<file path="config.mk">
export PLATFORM = sky130hd
export DESIGN_NAME = kcc_cell
export DESIGN_NICKNAME = d
export VERILOG_FILES = /design/src/kernel_convolution_clamp_assert.svh /design/src/kcc_pkg.sv /design/src/kcc_cell.sv
export SDC_FILE = /design/constraint.sdc
export NUM_CORES = 1
export LEC_CHECK = 0
export BUFFER_PORTS_ARGS = -buffer_cell sky130_fd_sc_hd__buf_2
export CORE_ASPECT_RATIO = 0.7
export CORE_MARGIN = 2
export CORE_UTILIZATION = 35
export DETAILED_ROUTE_END_ITERATION = 10
export GPL_TIMING_DRIVEN = 0
export SETUP_SLACK_MARGIN = 0.02
export SYNTH_ARGS = -nofsm -noshare
export SYNTH_HDL_FRONTEND = slang
export SYNTH_SLANG_ARGS = --single-unit
</file>
<file path="constraint.sdc">
create_clock -name clock -period 8.8 [get_ports clock]
set_clock_uncertainty 0.2 [all_clocks]
set_input_delay 1.76 -clock clock [delete_from_list [all_inputs] [get_ports clock]]
set_output_delay 1.76 -clock clock [all_outputs]
set_load 0.03 [all_outputs]
</file>
<file path="src/kernel_convolution_clamp_assert.svh">
// Assertion macros for the convolution block.
// Used by the top level only; expects signals named clock and reset in scope.
`ifndef KERNEL_CONVOLUTION_CLAMP_ASSERT_SVH
`define KERNEL_CONVOLUTION_CLAMP_ASSERT_SVH
`define KCC_ASSERT_ALWAYS(lbl, expr, msg) \
   lbl: assert property (@(posedge clock) disable iff (reset) (expr)) else $error(msg);
`define KCC_ASSERT_NEXT(lbl, pre, post, msg) \
   lbl: assert property (@(posedge clock) disable iff (reset) (pre) |=> (post)) else $error(msg);
`endif

</file>
<file path="src/kcc_pkg.sv">
// Shared types and constants of the convolution block.
// No dependencies; every other file but the assertion header imports it.
`default_nettype none
package kcc_pkg;
   localparam int PIX_BITS      = 8;
   localparam int PIX_MAX       = 255;
   localparam int KROWS         = 5;
   localparam int COEF_ROW_BITS = 60;
   localparam int FW_BITS       = 11;
   localparam int FH_BITS       = 12;
   localparam int SHIFT_BITS    = 4;
   localparam int CSR_ADDR_BITS = 6;
   localparam int CSR_DATA_BITS = 64;
   localparam int REG_SEL_LSB   = 3;
   localparam int REG_SEL_BITS  = 3;

   localparam logic [FW_BITS-1:0]    FW_RESET    = 11'd1024;
   localparam logic [FH_BITS-1:0]    FH_RESET    = 12'd768;
   localparam logic [SHIFT_BITS-1:0] SHIFT_RESET = 4'd0;

   typedef enum logic [REG_SEL_BITS-1:0] {
      REG_COEF_ROW_0   = 3'd0,
      REG_COEF_ROW_1   = 3'd1,
      REG_COEF_ROW_2   = 3'd2,
      REG_COEF_ROW_3   = 3'd3,
      REG_COEF_ROW_4   = 3'd4,
      REG_FRAME_WIDTH  = 3'd5,
      REG_FRAME_HEIGHT = 3'd6,
      REG_COEF_SHIFT   = 3'd7
   } reg_index_type;

   typedef struct packed {
      logic rd_en;
      logic wr_en;
   } line_ctl_type;

   typedef struct packed {
      logic shift_en;
      logic calc_en;
   } cell_ctl_type;
endpackage
`default_nettype wire

</file>
<file path="src/kcc_cell.sv">
// One window cell: holds a pixel, passes it to its neighbour and forms its product.
// Depends on kcc_pkg.
`default_nettype none
module kcc_cell #(
   parameter int COEF_BITS = 12,
   parameter int PROD_BITS = 21
) (
   input  wire                           clock,
   input  wire kcc_pkg::cell_ctl_type    ctl,
   input  wire  [kcc_pkg::PIX_BITS-1:0]  pix_in,
   input  wire                           keep,
   input  wire  signed [COEF_BITS-1:0]   coef,
   output logic [kcc_pkg::PIX_BITS-1:0]  pix_out,
   output logic signed [PROD_BITS-1:0]   prod_out
);
   import kcc_pkg::*;

   logic [PIX_BITS-1:0]         pix_ff;
   logic signed [PROD_BITS-1:0] prod_ff;
   logic signed [PROD_BITS-1:0] prod_in;
   logic signed [PROD_BITS-1:0] coef_ext;
   logic signed [PROD_BITS-1:0] pix_ext;

   always_comb begin
      coef_ext = PROD_BITS'(coef);
      pix_ext  = keep ? $signed(PROD_BITS'(pix_ff)) : '0;
      prod_in  = coef_ext * pix_ext;
   end

   always_ff @(posedge clock) begin
      if (ctl.shift_en) begin
         pix_ff <= pix_in;
      end
      if (ctl.calc_en) begin
         prod_ff <= prod_in;
      end
   end

   assign pix_out  = pix_ff;
   assign prod_out = prod_ff;
endmodule
`default_nettype wire

</file>
# Word level (Yosys, flattened, before mapping)
# Cells that the tools add are included.
[totals]
regBits = 29
mem_bits_ro = 0
mem_count = 0
elab_cells = 4
ram_bits = 0
latch_bits = 0
output_inout_bits = 29
[op_classes]
addsub = 0
muxes = 1
shift = 0
n_div = 0
n_lt_le_gt_ge = 0
bitwise_logic = 0
eq_ne = 0
n_mul = 1
reduce_logical = 0
[op_table]
columns = ["op", "count"]
rows = [
  ["multiplier 12 x 9 -> 21 bit", 1],
  ["2-to-1 mux 8 bit", 1],
]

# Depth between registers and ports, before layout
[logic_depth]
ltp_word = 2
ltp_mapped = 18
mapped_depth_nobuf = 16

# Least setup slack after synthesis
# No wires, ideal clock.
[synth_timing]
kind = "input -> register"
from = "input port keep"
to = "register prod_ff[19] (netlist: prod_out[19]) (data pin)"
path_stages = 18
required_ns = 8.342
n_path_buf = 2
setup_time_ns = 0.258
arrival_ns = 5.895
slack_ns = 2.447
cell_sequence = "clkbuf_1 > and2_1 > clkbuf_1 > nand2_1 > fa_1 > inv_1 > fa_1 > fa_1 > inv_1 > fa_1 > inv_1 > ha_1 > a21oi_1 > o21ai_0 > o211ai_1 > o211ai_1 > o31a_1 > xor2_1"
[synth_via]
elab_chain_cells = 2
[synth_lines]
columns = ["item", "line", "text"]
rows = [
  ["from (decl)", "kcc_cell.sv:11", "input wire keep,"],
  ["2-to-1 mux 8 bit", "kcc_cell.sv:26", "pix_ext = keep ? $signed(PROD_BITS'(pix_ff)) : '0;"],
  ["multiplier 12 x 9 -> 21 bit", "kcc_cell.sv:27", "prod_in = coef_ext * pix_ext;"],
  ["net prod_in[19]", "kcc_cell.sv:20", "logic signed [PROD_BITS-1:0] prod_in;"],
  ["to (signal assigned)", "kcc_cell.sv:35", "prod_ff <= prod_in;"],
  ["to (decl)", "kcc_cell.sv:19", "logic signed [PROD_BITS-1:0] prod_ff;"],
]
# The timed path passes the listed nets, and every way through them passes these cells.
# A chain may end at the register's enable or synchronous reset.

# Final worst setup path
# Same ends and word-level chain as after synthesis.

==> reports/results.tsv <==
metric	value	unit
clock buffer depth	2	
DRT Pass-1 Iters	4	
Total Routing Usage GR	0.159	
Post-CTS Hold Fix Bufs	0	
Remaining Overflow, GRT	0	
core footprint	0.0126	sq mm
Worst Hold Class	reg2reg	
crit path capture type	flip-flop	
unrepaired setup endpoints after global routing	false	
Clock transition at path regs	0.06	ns
Clock Latency Late Sink	0.29	ns
post-synth top area share	0.342	
clk sink count	29	
Ports	53	
vias in the first global route	3487	
die area	0.0140	sq mm
Crit Path Max Fanout	10	
root buf cell	clkbuf_16	
Mapped Cells	479	
post-route insts no fill	701	
initial antenna violation count	0	
wire per inst	14.4	um
Final ANT Viol Nets	0	
synth top area cells	fa_1 34%, edfxtp_1 19%, ha_1 12%	
total power divided by cell area	213	mW/mm^2
dominant cell type by area after synthesis	fa_1	
CP most frequent cell	fa_1	
final HPWL from detailed placement	8330	um
Static Leakage	2.71	nW
register area share after synthesis	0.191	
Initial Utilization	0.363	
synthesized net count	623	
Yosys reg bits	29	
CP Cell Sequence	buf_2 -> clkbuf_1 -> and2_1 -> clkbuf_1 -> nand2_1 -> fa_1 -> inv_1 -> fa_1 -> fa_1 -> inv_1 -> fa_1 -> inv_1 -> ha_1 -> a21oi_1 -> o21ai_0 -> o211ai_1 -> o211ai_1 -> o31a_1 -> xor2_1	
Syn Area/Cell	9.53	sq um
Finished Core Util	0.413	
Tcrit/Tclk final	0.787	
worst hold slack	0.476	ns
maximum VDD drop	0.0781	mV
Final setup viols	0	
final net count	682	
gpl congestion	0.827	
Ys Warns	0	
final-layout fill cell count	1252	
cell row count	34	
status	complete, no violations	
Die W	141	um
WP buf/inv	6	
slowest CP cell	fa_1	
CP Class	in2reg	
CP max stage delay	0.54	ns
setup TNS	0	ns
final hold vios	0	
multi-input logic area	0.00315	sq mm
DRC Markers	0	
chip height	99.6	um
# port buffers	52	
postcts setup bufs	0	
CP Data Required Time	8.64	ns
register area	871	sq um
Placed Cells	693	
Slew HR	0.607	
cell area after synthesis	0.00457	sq mm
Worst-Margin Slew	0.590	ns
Vias	3283	
first-pass GRT wire length	17600	um
max_cap viols	0	
largest net degree at the start of global routing	22	
H-tree depth	2	
CP arrival	6.76	ns
Final Critical Period	6.92	ns
Synth cell types	31	
Syn-to-layout area delta	13.9	%
ant diodes	0	
vias per cell	4.68	
TritonCTS clock tree	done	
max frequency	144	MHz
clock buffer count from CTS	5	
Top delay family on crit path	adder cells	
number of gates resized after CTS	0	
Post-Route WL	10100	um
critical path launch point type	primary input	
layout cells sized above 1	0.122	
Slew Viols, Final	0	
DRT iter0 DRCs	215	
-- flip-flops by register name, summed over array words and instances, names as in the netlist --
| signal | cells |
|---|---|
| prod_out | 21 |
| pix_out | 8 |
-- cells by family after synthesis --
| kind of cell | count (synthesis) | share of synthesized area |
|---|---|---|
| AO/OA/AOI/OAI | 46 | 0.0649 |
| adder cells (fa/ha/maj) | 120 | 0.457 |
| XOR/XNOR | 18 | 0.0345 |
| multiplexers | 1 | 0.00247 |
| flip-flops | 29 | 0.191 |
| buffers and inverters | 144 | 0.119 |
| AND/OR/NAND/NOR | 121 | 0.131 |
-- synth_stat cells --
| cell type | count |
|---|---|
| a21oi_2 | 1 |
| mux2_2 | 1 |
| nor3_1 | 1 |
| a211oi_1 | 3 |
| a21oi_1 | 17 |
| and3_1 | 44 |
| o211ai_1 | 3 |
| nand2_1 | 55 |
| xor2_1 | 4 |
| fa_1 | 78 |
| nand2b_1 | 2 |
| clkbuf_1 | 14 |
| and2_1 | 7 |
| nor2b_1 | 1 |
| o21ai_1 | 3 |
| a21o_1 | 3 |
| a41oi_2 | 1 |
| o31a_1 | 1 |
| o21bai_1 | 4 |
| nand3_1 | 5 |
| clkbuf_2 | 3 |
| ha_1 | 42 |
| o21ai_0 | 5 |
| o311ai_1 | 1 |
| edfxtp_1 | 29 |
| inv_1 | 127 |
| nand4_1 | 1 |
| o21a_1 | 3 |
| a311oi_1 | 1 |
| xnor2_1 | 14 |
| nor2_1 | 5 |
-- layout make-up --
type	instances	share of cell area
inverters	127	0.0917
plain buffers	17	0.0130
flip-flops and latches	29	0.167
well taps	162	0.0390
clock inverters	3	0.00890
multi-input cells	306	0.606
repair buffers	52	0.0500
clock buffers	5	0.0241
-- layer usage --
layer / global-route usage / vias to the layer above / part of all wire
met5: 0 / - / 0
met4: 0.0185 / 0 / 0.0039
li1: - / 1602 / -
met3: 0.0424 / 5 / 0.068
met1: 0.241 / 1576 / 0.52
met2: 0.235 / 100 / 0.41
-- placed cells by master, fill, tap and decap left out, types with 14 or more instances in the layout --
cell type and instances:
fa_1 78, clkbuf_1 14, and3_1 44, ha_1 42
edfxtp_1 29, xnor2_1 14, inv_1 127, buf_2 52
nand2_1 55, a21oi_1 17
-- worst reg2reg max path: stages, from the launching register on --
cell and delay [ns]:
edfxtp_1 0.43, and2_1 0.15, clkbuf_1 0.46, nand2_1 0.15
fa_1 0.50, inv_1 0.05, fa_1 0.47, fa_1 0.54
inv_1 0.05, fa_1 0.52, inv_1 0.04, ha_1 0.35
a21oi_1 0.16, o21ai_0 0.12, o211ai_1 0.30, o211ai_1 0.19
o31a_1 0.33, xor2_1 0.14
-- metrics by stage --
step / power [mW] / setup WS [ns] / cell area, sq um
floorplan: 0.760 / 2.45 / 4570
global placement: 0.899 / 1.61 / 5030
detailed placement: 0.912 / 1.57 / 5030
CTS: 1.13 / 1.85 / 5200
global route: 1.23 / 1.54 / 5200
finish: 1.11 / 1.88 / 5200
-- power by group --
part	switching [mW]	internal (mW)
Sequential	0.0122	0.220
Clock	0.0722	0.134
Combinational	0.414	0.257
-- path summary, 6_finish.rpt --
path	start	endpoint	slack (ns)	depth (start not counted)
setup reg to reg	pix_out[2]	prod_out[19]	3.40	17
setup / recovery	keep	prod_out[19]	1.88	19
hold reg to reg	pix_out[0]	prod_out[0]	0.48	1
hold / removal	pix_out[0]	prod_out[0]	0.48	1
(Power assumes the default switching activity.)
